**config.mk**
```make
export PLATFORM = sky130hd
export DESIGN_NAME = grid_rectangle_allocator
export DESIGN_NICKNAME = d
export VERILOG_FILES = /design/src/rtl/gra_pkg.sv /design/src/rtl/gra_row_store.sv /design/src/rtl/gra_row_unit.sv /design/src/rtl/grid_rectangle_allocator.sv
export SDC_FILE = /design/constraint.sdc
export NUM_CORES = 1
export LEC_CHECK = 0
export ABC_CLOCK_PERIOD_IN_PS = 7050
export BUFFER_PORTS_ARGS = -buffer_cell sky130_fd_sc_hd__clkbuf_2
export CAP_MARGIN = 10
export CORE_MARGIN = 2
export CORE_UTILIZATION = 50
export CTS_BUF_LIST = sky130_fd_sc_hd__clkbuf_8 sky130_fd_sc_hd__clkbuf_16
export DETAILED_ROUTE_END_ITERATION = 10
export PLACE_DENSITY = 0.68
export SLEW_MARGIN = 20
export SYNTH_ARGS = -nofsm -noshare
export SYNTH_HDL_FRONTEND = slang
export SYNTH_SLANG_ARGS = --single-unit
```
**constraint.sdc**
```tcl
create_clock -name aclk -period 7.05 [get_ports aclk]
set_input_delay 0.705 -clock aclk [delete_from_list [all_inputs] [get_ports aclk]]
set_output_delay 0.705 -clock aclk [all_outputs]
set_load 0.005 [all_outputs]
```
**src/rtl/gra_pkg.sv**
```systemverilog
`timescale 1ns / 1ps

package gra_pkg;

    // Fixed field widths of the request, result and register channels
    localparam int CMD_W       = 1;
    localparam int POS_W       = 5;
    localparam int EXT_W       = 6;
    localparam int HEIGHT_W    = 8;
    localparam int GRID_W      = 6;
    localparam int FREE_W      = 11;
    localparam int CFG_INDEX_W = 2;
    localparam int CFG_DATA_W  = 8;

    // Corner plus extent: 31 + 63 fits in seven bits
    localparam int END_W = 7;

    localparam logic [CMD_W-1:0] CMD_PLACE = 1'b0;
    localparam logic [CMD_W-1:0] CMD_CLEAR = 1'b1;

    typedef logic [CFG_INDEX_W-1:0] cfg_index_t;

    localparam cfg_index_t CFG_GRID_LENGTH  = 2'd0;
    localparam cfg_index_t CFG_GRID_WIDTH   = 2'd1;
    localparam cfg_index_t CFG_HEIGHT_LIMIT = 2'd2;

    localparam logic [GRID_W-1:0]   GRID_LENGTH_RST  = 6'd32;
    localparam logic [GRID_W-1:0]   GRID_WIDTH_RST   = 6'd32;
    localparam logic [HEIGHT_W-1:0] HEIGHT_LIMIT_RST = 8'd255;

    // Operations of the shared row unit
    typedef enum logic [1:0] {
        ROW_CHECK,
        ROW_SET,
        ROW_CLEAR,
        ROW_COUNT
    } row_op_t;

    // Row unit results handed back to the sequencer
    typedef struct packed {
        logic hit;
    } row_status_t;

endpackage

```
**src/rtl/gra_row_store.sv**
```systemverilog
`timescale 1ns / 1ps

module gra_row_store #(
    parameter int DEPTH  = 32,
    parameter int WIDTH  = 32,
    parameter int ADDR_W = 5
) (
    input  logic              aclk,
    input  logic              aresetn,
    input  logic              rd_en,
    input  logic [ADDR_W-1:0] rd_addr,
    input  logic              wr_en,
    input  logic [ADDR_W-1:0] wr_addr,
    input  logic [WIDTH-1:0]  wr_data,
    output logic [WIDTH-1:0]  rd_data
);

    logic [WIDTH-1:0] mem [DEPTH];
    logic [WIDTH-1:0] rd_q_reg;
    logic [DEPTH-1:0] row_valid_reg;
    logic             rd_valid_reg;

    // A row never written since reset reads as all free
    always_ff @(posedge aclk) begin
        if (!aresetn) begin
            row_valid_reg <= '0;
            rd_valid_reg  <= 1'b0;
        end else begin
            if (wr_en) begin
                row_valid_reg[wr_addr] <= 1'b1;
            end
            if (rd_en) begin
                rd_valid_reg <= row_valid_reg[rd_addr];
            end
        end
    end

    always_ff @(posedge aclk) begin
        if (wr_en) begin
            mem[wr_addr] <= wr_data;
        end
        if (rd_en) begin
            rd_q_reg <= mem[rd_addr];
        end
    end

    assign rd_data = rd_valid_reg ? rd_q_reg : '0;

endmodule

```
**src/rtl/gra_row_unit.sv**
```systemverilog
`timescale 1ns / 1ps

module gra_row_unit #(
    parameter int WIDTH = 32,
    parameter int POP_W = 6
) (
    input  gra_pkg::row_op_t     op,
    input  logic [WIDTH-1:0]     row,
    input  logic [WIDTH-1:0]     rect_mask,
    input  logic [WIDTH-1:0]     col_mask,
    output logic [WIDTH-1:0]     new_row,
    output gra_pkg::row_status_t status,
    output logic [POP_W-1:0]     free_bits
);

    import gra_pkg::*;

    logic [WIDTH-1:0] avail;

    always_comb begin
        case (op)
            ROW_SET:   new_row = row | rect_mask;
            ROW_CLEAR: new_row = row & ~rect_mask;
            default:   new_row = row;
        endcase
    end

    assign status.hit = |(row & rect_mask);

    // Free cells of the active columns in this row
    assign avail = ~row & col_mask;

    always_comb begin
        free_bits = '0;
        for (int j = 0; j < WIDTH; j++) begin
            free_bits = free_bits + POP_W'(avail[j]);
        end
    end

endmodule

```
**src/rtl/grid_rectangle_allocator.sv**
```systemverilog
`timescale 1ns / 1ps

// Grid rectangle allocator. Keeps one occupancy bit per cell of a MAX_LENGTH by
// MAX_WIDTH grid, all free after reset, stored as one memory row per position
// along the length axis. A place request (command 0) succeeds only if the
// rectangle fits inside the active grid (grid_length by grid_width, each capped
// at its maximum), its height is within height_limit and every covered cell is
// free; it then marks the cells occupied. A clear request (command 1) frees the
// covered cells that lie inside the active grid and always reports success.
// Every result carries the free-cell count of the active grid after the request.
// One request is in work at a time: s_ready is high only while the sequencer is
// idle, and a finished result waits in the output register so the next request
// can be taken meanwhile. All work is done by one row unit fed from the single
// memory read port, each row being read and then evaluated or written back. A
// successful place runs a check pass, a mark pass and a count pass; a place
// that hits an occupied cell ends its check pass there and goes on to the count
// pass; a place rejected by the bounds or height test runs the count pass only;
// and a clear runs a clear pass over its covered active rows, then the count pass.
// Configuration writes are taken in any cycle and must only be issued while the
// block is idle.
module grid_rectangle_allocator #(
    parameter int MAX_LENGTH = 32,
    parameter int MAX_WIDTH  = 32
) (
    input  logic                              aclk,
    input  logic                              aresetn,

    input  logic                              s_valid,
    output logic                              s_ready,
    input  logic [gra_pkg::CMD_W-1:0]         s_command,
    input  logic [gra_pkg::POS_W-1:0]         s_pos_x,
    input  logic [gra_pkg::POS_W-1:0]         s_pos_y,
    input  logic [gra_pkg::EXT_W-1:0]         s_rect_length,
    input  logic [gra_pkg::EXT_W-1:0]         s_rect_width,
    input  logic [gra_pkg::HEIGHT_W-1:0]      s_rect_height,

    output logic                              m_valid,
    input  logic                              m_ready,
    output logic                              m_placed_ok,
    output logic [gra_pkg::FREE_W-1:0]        m_free_count,

    input  logic                              cfg_valid,
    output logic                              cfg_ready,
    input  gra_pkg::cfg_index_t               cfg_index,
    input  logic [gra_pkg::CFG_DATA_W-1:0]    cfg_data
);

    import gra_pkg::*;

    localparam int ADDR_W = $clog2(MAX_LENGTH);
    // Row counter must hold both a corner-plus-extent sum and the row count
    localparam int CNT_W  = (ADDR_W + 1 > END_W) ? ADDR_W + 1 : END_W;
    localparam int POP_W  = $clog2(MAX_WIDTH + 1);

    typedef enum logic [3:0] {
        ST_IDLE,
        ST_CHK_RD,
        ST_CHK_EV,
        ST_MRK_RD,
        ST_MRK_WR,
        ST_CLR_RD,
        ST_CLR_WR,
        ST_CNT_RD,
        ST_CNT_EV,
        ST_DONE
    } state_t;

    // Configuration registers
    logic [GRID_W-1:0]   grid_length_reg;
    logic [GRID_W-1:0]   grid_width_reg;
    logic [HEIGHT_W-1:0] height_limit_reg;

    // Sequencer state and working registers
    state_t               state_reg,        state_next;
    logic [CNT_W-1:0]     row_cnt_reg,      row_cnt_next;
    logic [CNT_W-1:0]     row_end_reg,      row_end_next;
    logic [POS_W-1:0]     pos_x_reg,        pos_x_next;
    logic [MAX_WIDTH-1:0] rect_mask_reg,    rect_mask_next;
    logic [MAX_WIDTH-1:0] col_mask_reg,     col_mask_next;
    logic                 ok_reg,           ok_next;
    logic [FREE_W-1:0]    acc_reg,          acc_next;
    logic                 m_valid_reg,      m_valid_next;
    logic                 m_placed_ok_reg,  m_placed_ok_next;
    logic [FREE_W-1:0]    m_free_count_reg, m_free_count_next;

    // Active grid, with oversized registers capped at the maximum
    logic [GRID_W-1:0] act_length;
    logic [GRID_W-1:0] act_width;
    logic [END_W-1:0]  x_end;
    logic [END_W-1:0]  y_end;
    logic              bounds_ok;
    logic [END_W-1:0]  clear_end;
    logic [MAX_WIDTH-1:0] req_rect_mask;
    logic [MAX_WIDTH-1:0] req_col_mask;

    // Row store and row unit connections
    logic                 rd_en;
    logic                 wr_en;
    logic [ADDR_W-1:0]    row_addr;
    logic [MAX_WIDTH-1:0] rd_data;
    logic [MAX_WIDTH-1:0] new_row;
    row_op_t              row_op;
    row_status_t          row_status;
    logic [POP_W-1:0]     free_bits;

    assign act_length = (int'(grid_length_reg) > MAX_LENGTH) ? GRID_W'(MAX_LENGTH)
                                                             : grid_length_reg;
    assign act_width  = (int'(grid_width_reg) > MAX_WIDTH) ? GRID_W'(MAX_WIDTH)
                                                           : grid_width_reg;

    assign x_end = END_W'(s_pos_x) + END_W'(s_rect_length);
    assign y_end = END_W'(s_pos_y) + END_W'(s_rect_width);

    assign bounds_ok = (x_end <= END_W'(act_length)) &&
                       (y_end <= END_W'(act_width))  &&
                       (s_rect_height <= height_limit_reg);

    // Clear stops at the edge of the active grid
    assign clear_end = (x_end < END_W'(act_length)) ? x_end : END_W'(act_length);

    // Column masks: covered columns inside the active width, and all active columns
    always_comb begin
        for (int j = 0; j < MAX_WIDTH; j++) begin
            req_rect_mask[j] = (j >= int'(s_pos_y)) && (j < int'(y_end)) &&
                               (j < int'(act_width));
            req_col_mask[j]  = (j < int'(act_width));
        end
    end

    // Configuration writes; an index past the register list is dropped
    assign cfg_ready = 1'b1;

    always_ff @(posedge aclk) begin
        if (!aresetn) begin
            grid_length_reg  <= GRID_LENGTH_RST;
            grid_width_reg   <= GRID_WIDTH_RST;
            height_limit_reg <= HEIGHT_LIMIT_RST;
        end else if (cfg_valid && cfg_ready) begin
            case (cfg_index)
                CFG_GRID_LENGTH:  grid_length_reg  <= cfg_data[GRID_W-1:0];
                CFG_GRID_WIDTH:   grid_width_reg   <= cfg_data[GRID_W-1:0];
                CFG_HEIGHT_LIMIT: height_limit_reg <= cfg_data[HEIGHT_W-1:0];
                default: ;
            endcase
        end
    end

    // Memory access follows the sequencer: read in the *_RD states, write back
    // the modified row in the *_WR states at the same row.
    assign rd_en    = state_reg inside {ST_CHK_RD, ST_MRK_RD, ST_CLR_RD, ST_CNT_RD};
    assign wr_en    = state_reg inside {ST_MRK_WR, ST_CLR_WR};
    assign row_addr = row_cnt_reg[ADDR_W-1:0];

    always_comb begin
        case (state_reg)
            ST_CHK_EV: row_op = ROW_CHECK;
            ST_MRK_WR: row_op = ROW_SET;
            ST_CLR_WR: row_op = ROW_CLEAR;
            default:   row_op = ROW_COUNT;
        endcase
    end

    gra_row_store #(
        .DEPTH  (MAX_LENGTH),
        .WIDTH  (MAX_WIDTH),
        .ADDR_W (ADDR_W)
    ) u_store (
        .aclk    (aclk),
        .aresetn (aresetn),
        .rd_en   (rd_en),
        .rd_addr (row_addr),
        .wr_en   (wr_en),
        .wr_addr (row_addr),
        .wr_data (new_row),
        .rd_data (rd_data)
    );

    gra_row_unit #(
        .WIDTH (MAX_WIDTH),
        .POP_W (POP_W)
    ) u_row (
        .op        (row_op),
        .row       (rd_data),
        .rect_mask (rect_mask_reg),
        .col_mask  (col_mask_reg),
        .new_row   (new_row),
        .status    (row_status),
        .free_bits (free_bits)
    );

    assign s_ready = (state_reg == ST_IDLE);

    always_comb begin
        state_next        = state_reg;
        row_cnt_next      = row_cnt_reg;
        row_end_next      = row_end_reg;
        pos_x_next        = pos_x_reg;
        rect_mask_next    = rect_mask_reg;
        col_mask_next     = col_mask_reg;
        ok_next           = ok_reg;
        acc_next          = acc_reg;
        m_valid_next      = m_valid_reg;
        m_placed_ok_next  = m_placed_ok_reg;
        m_free_count_next = m_free_count_reg;

        // Drop the result once the consumer takes it
        if (m_valid_reg && m_ready) begin
            m_valid_next = 1'b0;
        end

        case (state_reg)
            ST_IDLE: begin
                if (s_valid) begin
                    pos_x_next     = s_pos_x;
                    rect_mask_next = req_rect_mask;
                    col_mask_next  = req_col_mask;
                    row_cnt_next   = CNT_W'(s_pos_x);
                    if (s_command == CMD_PLACE) begin
                        if (bounds_ok) begin
                            row_end_next = CNT_W'(x_end);
                            state_next   = ST_CHK_RD;
                        end else begin
                            ok_next      = 1'b0;
                            row_cnt_next = '0;
                            acc_next     = '0;
                            state_next   = ST_CNT_RD;
                        end
                    end else begin
                        row_end_next = CNT_W'(clear_end);
                        state_next   = ST_CLR_RD;
                    end
                end
            end
            ST_CHK_RD: begin
                if (row_cnt_reg >= row_end_reg) begin
                    row_cnt_next = CNT_W'(pos_x_reg);
                    state_next   = ST_MRK_RD;
                end else begin
                    state_next = ST_CHK_EV;
                end
            end
            ST_CHK_EV: begin
                if (row_status.hit) begin
                    ok_next      = 1'b0;
                    row_cnt_next = '0;
                    acc_next     = '0;
                    state_next   = ST_CNT_RD;
                end else begin
                    row_cnt_next = row_cnt_reg + CNT_W'(1);
                    state_next   = ST_CHK_RD;
                end
            end
            ST_MRK_RD: begin
                if (row_cnt_reg >= row_end_reg) begin
                    ok_next      = 1'b1;
                    row_cnt_next = '0;
                    acc_next     = '0;
                    state_next   = ST_CNT_RD;
                end else begin
                    state_next = ST_MRK_WR;
                end
            end
            ST_MRK_WR: begin
                row_cnt_next = row_cnt_reg + CNT_W'(1);
                state_next   = ST_MRK_RD;
            end
            ST_CLR_RD: begin
                if (row_cnt_reg >= row_end_reg) begin
                    ok_next      = 1'b1;
                    row_cnt_next = '0;
                    acc_next     = '0;
                    state_next   = ST_CNT_RD;
                end else begin
                    state_next = ST_CLR_WR;
                end
            end
            ST_CLR_WR: begin
                row_cnt_next = row_cnt_reg + CNT_W'(1);
                state_next   = ST_CLR_RD;
            end
            ST_CNT_RD: begin
                if (row_cnt_reg >= CNT_W'(act_length)) begin
                    state_next = ST_DONE;
                end else begin
                    state_next = ST_CNT_EV;
                end
            end
            ST_CNT_EV: begin
                // Count wraps at the result width
                acc_next     = acc_reg + FREE_W'(free_bits);
                row_cnt_next = row_cnt_reg + CNT_W'(1);
                state_next   = ST_CNT_RD;
            end
            ST_DONE: begin
                // Hold here until the output register is free
                if (!m_valid_reg || m_ready) begin
                    m_valid_next      = 1'b1;
                    m_placed_ok_next  = ok_reg;
                    m_free_count_next = acc_reg;
                    state_next        = ST_IDLE;
                end
            end
            default: begin
                state_next = ST_IDLE;
            end
        endcase
    end

    always_ff @(posedge aclk) begin
        if (!aresetn) begin
            state_reg   <= ST_IDLE;
            m_valid_reg <= 1'b0;
        end else begin
            state_reg   <= state_next;
            m_valid_reg <= m_valid_next;
        end
        row_cnt_reg      <= row_cnt_next;
        row_end_reg      <= row_end_next;
        pos_x_reg        <= pos_x_next;
        rect_mask_reg    <= rect_mask_next;
        col_mask_reg     <= col_mask_next;
        ok_reg           <= ok_next;
        acc_reg          <= acc_next;
        m_placed_ok_reg  <= m_placed_ok_next;
        m_free_count_reg <= m_free_count_next;
    end

    assign m_valid      = m_valid_reg;
    assign m_placed_ok  = m_placed_ok_reg;
    assign m_free_count = m_free_count_reg;

endmodule

```
# After elaboration in Yosys (flattened, before gate mapping)
# Memories as Yosys holds them, arrays and structs flattened. A register that Yosys moved wholly into a read port is not among the register bits.
# Cells that the tools add are included.
dict set report word_totals {
  ff_bits 165
  latchBits 0
  ramBits 1024
  romBits 0
  out_inout_bits 15
  n_memories 1
}
dict set report op_classes {
  n_addsub 35
  multipliers 0
  div_mod_pow 0
  order_cmp 105
  eq_ne 20
  n_shift 0
  mux 46
  n_bitwise 7
  reduce_logical 90
}
# memory depth width read_ports rd_ports_with_merged_regs write_ports line
set memory_table {}
lappend memory_table {u_store.mem 32 32 1 1 1 gra_row_store.sv:18} ;# logic [WIDTH-1:0] mem [DEPTH];
# operator n
set ops {}
lappend ops {{6-bit by 1-bit adder with 6-bit output} 30}
lappend ops {{5-bit by 7-bit < comparator with 1-bit output (first input constant)} 16}
lappend ops {{32-bit bitwise AND} 3}
lappend ops {{5-bit by 6-bit < comparator with 1-bit output (first input constant)} 16}
lappend ops {{5-bit greater-or-equal comparator (first input constant)} 15}
lappend ops {{1-bit logical AND} 67}
lappend ops {{32-bit NOT} 2}
lappend ops {{32-bit bitwise OR} 2}
lappend ops {{32-bit one-hot mux with 2 select lines} 1}
lappend ops {{4-bit by 7-bit < comparator with 1-bit output (first input constant)} 8}
lappend ops {{11-bit two-way mux} 5}
lappend ops {{7-bit two-way mux} 7}
lappend ops {{4-bit by 6-bit < comparator with 1-bit output (first input constant)} 8}
lappend ops {{11-bit one-hot mux with 4 select lines} 1}
lappend ops {{4-bit by 5-bit greater-or-equal comparator with 1-bit output (first input constant)} 8}
lappend ops {{4-bit one-hot mux with 10 select lines} 1}
lappend ops {{7-bit one-hot mux with 5 select lines} 1}
lappend ops {{32-bit two-way mux} 1}
lappend ops {{32-bit OR reduction} 1}
lappend ops {{3-bit by 7-bit < comparator with 1-bit output (first input constant)} 4}
lappend ops {{3-bit by 6-bit < comparator with 1-bit output (first input constant)} 4}
lappend ops {{3-bit by 5-bit greater-or-equal comparator with 1-bit output (first input constant)} 4}
lappend ops {{4-bit by 3-bit equality test with 1-bit output (second input constant)} 4}
lappend ops {{1-bit two-way mux} 15}
lappend ops {{other kinds (48)} 79}

# Logic depth before layout (Yosys ltp)
dict set report depth {
  depth_word 36
  ltp_mapped 27
  ltp_nobuf 24
}

# By module
# A second synthesis with hierarchy kept.
dict set report unflattened {
  cells_unflattened 2652
  area_unflattened_um2 50563.5
}
# module instances cells_each area_each_um2 seq_area_each_um2
set by_module_without_submodules {}
lappend by_module_without_submodules {gra_row_store 1 1678 41302.1 32371.0}
lappend by_module_without_submodules {grid_rectangle_allocator 1 734 7474.7 3713.6}
lappend by_module_without_submodules {gra_row_unit 1 240 1786.7 0.0}

# Worst setup path before layout
# Ideal clock, no wire load.
dict set report synth_timing {
  kind {register -> register}
  startpoint {register u_store.rd_valid_reg}
  endpoint {register acc_reg[10], data pin}
  arrival_time_ps 6811
  required_ps 6780
  path_slack_ps -31
  path_stages_with_launch 25
  path_buffers 3
  cell_sequence {dfxtp_1 > clkbuf_1 > clkbuf_1 > clkbuf_1 > a21boi_0 > ha_1 > inv_1 > fa_1 > fa_1 > fa_1 > fa_1 > fa_1 > inv_1 > fa_1 > fa_1 > inv_1 > fa_1 > inv_1 > fa_1 > a21o_1 > a21o_1 > a21o_1 > a21oi_1 > or3_1 > a21oi_1}
}
dict set report synth_via {
  elab_chain_cells 36
}
# item line
set synth_rtl {}
lappend synth_rtl {{start: declaration} gra_row_store.sv:21} ;# logic rd_valid_reg;
lappend synth_rtl {{start signal: assignment} gra_row_store.sv:33} ;# rd_valid_reg <= row_valid_reg[rd_addr];
lappend synth_rtl {{32-bit two-way mux *} gra_row_store.sv:47} ;# assign rd_data = rd_valid_reg ? rd_q_reg : '0;
lappend synth_rtl {{32-bit NOT *} gra_row_unit.sv:31} ;# assign avail = ~row & col_mask;
lappend synth_rtl {{32-bit bitwise AND *} gra_row_unit.sv:31}
lappend synth_rtl {{1-bit by 1-bit adder with 2-bit output} gra_row_unit.sv:36} ;# free_bits = free_bits + POP_W'(avail[j]);
lappend synth_rtl {{6-bit by 1-bit adder with 6-bit output (29 in series)} gra_row_unit.sv:36}
lappend synth_rtl {{6-bit by 1-bit adder with 6-bit output *} gra_row_unit.sv:36}
lappend synth_rtl {{11-bit by 6-bit adder with 11-bit output *} grid_rectangle_allocator.sv:290} ;# acc_next = acc_reg + FREE_W'(free_bits);
lappend synth_rtl {{11-bit one-hot mux with 4 select lines *} grid_rectangle_allocator.sv:211} ;# case (state_reg)
lappend synth_rtl {{end signal: assignment} grid_rectangle_allocator.sv:323} ;# acc_reg <= acc_next;
lappend synth_rtl {{end: declaration} grid_rectangle_allocator.sv:81} ;# logic [FREE_W-1:0] acc_reg, acc_next;
# Mark *: on every way between the ends. The rest lies on a longest branch, timed or not.
# A chain may end at the register's enable or synchronous reset.

# Worst setup path after layout
dict set report layout_timing {
  startpoint {register u_store.rd_q_reg[1] (read register of u_store.mem)}
  endpoint {register acc_reg[9], data pin}
}
dict set report layout_via {
  elab_chain_cells 36
}
# item line
set layout_rtl {}
lappend layout_rtl {{start: declaration} gra_row_store.sv:19} ;# logic [WIDTH-1:0] rd_q_reg;
lappend layout_rtl {{32-bit two-way mux} gra_row_store.sv:47}
lappend layout_rtl {{32-bit NOT} gra_row_unit.sv:31}
lappend layout_rtl {{32-bit bitwise AND} gra_row_unit.sv:31}
lappend layout_rtl {{1-bit by 1-bit adder with 2-bit output} gra_row_unit.sv:36}
lappend layout_rtl {{6-bit by 1-bit adder with 6-bit output (30 in series)} gra_row_unit.sv:36}
lappend layout_rtl {{11-bit by 6-bit adder with 11-bit output} grid_rectangle_allocator.sv:290}
lappend layout_rtl {{11-bit one-hot mux with 4 select lines} grid_rectangle_allocator.sv:211}
# Every way passes these cells.

==> summary.txt <==
Critical path
  • Crit path DAT: between 7000 and 8000 ps
  • Max Fanout on Critical Path: 4
  • Setup crit start kind: flip-flop
  • Critical path capture point type: flip-flop
  • Critical Path RT: around 7500 ps
  • WS Path Type: reg2reg

Place
  • IO buf count: between 50 and 60
  • Gpl congestion: ~0.9
  • Pre-CTS setup slack: 212 ps
  • DP Wirelength: roughly 73000 um
  • Placement Cell Area: approximately 0.052 sq mm

Timing
  • Final setup viols: 0
  • Worst Tran Pin Value: ~1200 ps
  • Worst setup margin: approximately 350 ps
  • Post-route clock period utilization: a little over nine tenths
  • Max Clk Rate: around 0.15 GHz
  • Unrepaired setup endpoints after global routing: false
  • Endpoints failing hold: 0
  • Final-report max-slew violation count: 0
  • Final Skew: ~28 ps
  • Setup TNS Final: 0 ps
  • Minimum clock period: ~6700 ps
  • Slew HR: 19.0%

Yosys
  • Area contributors post-synth: edfxtp_1 (70%), mux4_2 (12%), a22oi_1 (2.7%), dfxtp_1 (2.3%), ha_1 (1.6%)
  • Post-synth top flop: edfxtp_1
  • Cells after Synth: 2680
  • Area leader, netlist: edfxtp_1
  • Yosys top cell area share: 70.3%
  • Sequential share of the synthesized area: 72.7%
  • Yosys Warn Count: 0
  • Post-Syn Area: about 0.05 sq mm
  • Number of synthesized register bits: around 1200
  • Number of flops mapped to enable cells by yosys: between 1000 and 1500
  • Library cells used by synthesis: 71
  • Post-Syn Area per Cell: around 19 sq um
  • Net Count, Synth: roughly 2800
  • Async SR Flop Fraction: 0%

Clocking
  • Clock buffer depth: 3
  • CTS Sinks: between 1000 and 1500
  • Hold buffer count at cts: 0
  • CTS tree: built
  • Clock-pin slew on the worst setup and hold paths: 70 ps
  • CTS root buffer: clkbuf_16
  • H-Tree Depth: 3
  • Worst-skew pair later-pin latency: 710 ps
  • TritonCTS Buffers: around 120

Final layout
  • Commonest non-fill, non-tap cell in the layout: edfxtp_1
  • Layout cells sized above 1: a little under a quarter
  • Post-route cell area: around 0.056 sq mm
  • Max reg flops: just over 1000
  • Antenna diodes: 0
  • Fill count: around 7300
  • NumNets Final: ~2900
  • Layout area overhead: 12.9%
  • Most frequent cells in the layout: edfxtp_1 (1163), mux4_2 (264), a22oi_1 (172)
  • Biggest register: u_store.mem

Power
  • P_int: around 18 mW
  • Pwr/cell area: roughly 500 mW/mm^2
  • Maximum vdd drop: around 1.3 mV
  • Flop pwr share: 34.8%
  • Psw: 9.88 mW
  • Static leakage: ~18 nW
  • Gate power share: between 40% and 50%
  • Switching Share: between 30% and 40%
  • Clk pwr share: between 20% and 30%

Route
  • Drt pass-1 iters: 5
  • Initial DRC count: between 3000 and 4000
  • Drt total wl: about 130000 um
  • Via-to-Cell Ratio: 6.48
  • DR DRC count: 0
  • Final ANT Viol Nets: 0
  • Routed len/inst: between 30 and 40 um
  • Vias: between 20000 and 30000

Floorplanning
  • Initial Util: 50.5%
  • Core Region: 0.0984 sq mm
  • Die area: approximately 0.10 sq mm
  • # rows: about 120
  • Chip height: approximately 320 um
  • Die width: 319 um
  • I/O pin count: between 60 and 70

Global routing
  • Grt total ovfl: 0
  • Vias in the first global route: ~27000
  • Largest net degree at the start of global routing: roughly 130
  • Antenna violations before repair: 5
  • GRT Util Overall: 25.7%
  • First-pass GRT wire length: 188000 um

Min path
  • Hold Path Class: in2reg

Run status
  • Status: completed

Flow run
  • Max-Cap Viols: 0
## layer usage
metal,global-route usage (%),share of wire (%),vias to the layer above
li1,-,-,11100
met4,8.42,2.9,6
met2,42.0,49,1437
met1,35.7,39,14300
met3,4.13,8.6,231
met5,0,0.031,-
## power groups by stage
stage / sequential (mW) / clock (mW) / combinational [mW]
after floorplan: 9.62 / 0 / 8.61
after global placement: 9.75 / 0 / 11.3
after detailed placement: 9.77 / 0 / 11.5
after CTS: 9.63 / 6.39 / 11.6
after global routing: 9.68 / 6.67 / 13.0
final: 9.64 / 6.30 / 11.8
## synthesized netlist by cell type, drive strengths merged (6+ instances only)
cell	instances
fa	27
o211ai	13
a21oi	62
nand2	133
inv	83
ha	65
nand4	39
nand3	29
o21ai	46
mux2i	11
a21boi	17
a21o	16
clkbuf	94
buf	51
dfxtp	58
nor2	85
and2	6
or3	12
nor2b	20
a22oi	178
mux4	264
edfxtp	1163
nor3	11
o21a	34
or2	10
o31ai	7
and3	9
xnor2	14
xor2	6
a211oi	17
nand2b	46
a2111oi	6
a31oi	8
## critical path, cell delays in order (launching register included)
cell,delay (ps)
edfxtp_1,430
a21boi_0,230
ha_1,260
inv_1,80
fa_1,420
fa_1,550
fa_1,530
fa_1,530
fa_1,550
inv_1,60
fa_1,500
fa_1,440
inv_1,80
fa_1,200
inv_1,50
a21o_1,170
a21oi_1,170
xnor2_1,170
ha_1,290
a21oi_1,210
o21ai_2,110
a21oi_2,200
or3_1,140
a21oi_1,60
## layout make-up
cell class / count / area (sq um) / area share [%]
clock buffer: 120 / 3000 / 5.36
clock inverter: 100 / 882 / 1.57
inverter: 85 / 319 / 0.569
multi-input combinational: 1229 / 13100 / 23.3
sequential: 1221 / 36100 / 64.4
tap: 1287 / 1610 / 2.87
timing repair buffer: 147 / 1090 / 1.94
## stage by stage
step	hold WS [ps]	cells	power, mW	utilization, %
after floorplan	400	2680	18.2	-
after global placement	414	3965	21.1	52.8
after detailed placement	420	3967	21.3	52.9
after CTS	197	4187	27.6	56.9
after global routing	219	4189	29.4	57.0
final	232	4189	27.7	57.0
## logic make-up after synthesis
family | synth area share [%]
buffers and inverters | 1.90
xor gates and xnor gates | 0.353
other | 0.00755
and+or+nand+nor | 4.07
adders and majority gates | 2.73
AOI/OAI and AO/OA | 6.02
DFF | 72.7
muxes | 12.3
## what timing repair did
item,4_1_cts,5_1_grt
endpoints found under the setup margin,0,5
buffers inserted,0,0
resized for setup,0,4
## path summary, 6_finish.rpt
kind                                               startpoint                  endpoint  slack, ps  depth (start not counted)
worst max-delay path            u_store.rd_q_reg[1]$_DFFE_PP_  acc_reg[9]$_SDFFCE_PN0P_        350                         23
worst min-delay path                               s_pos_x[0]    pos_x_reg[0]$_DFFE_PP_        230                          1
worst max register to register  u_store.rd_q_reg[1]$_DFFE_PP_  acc_reg[9]$_SDFFCE_PN0P_        350                         23
worst min register to register               ok_reg$_DFFE_PP_     m_placed_ok$_DFFE_PP_        440                          0
Note: power is estimated with default switching activity, not from simulation.
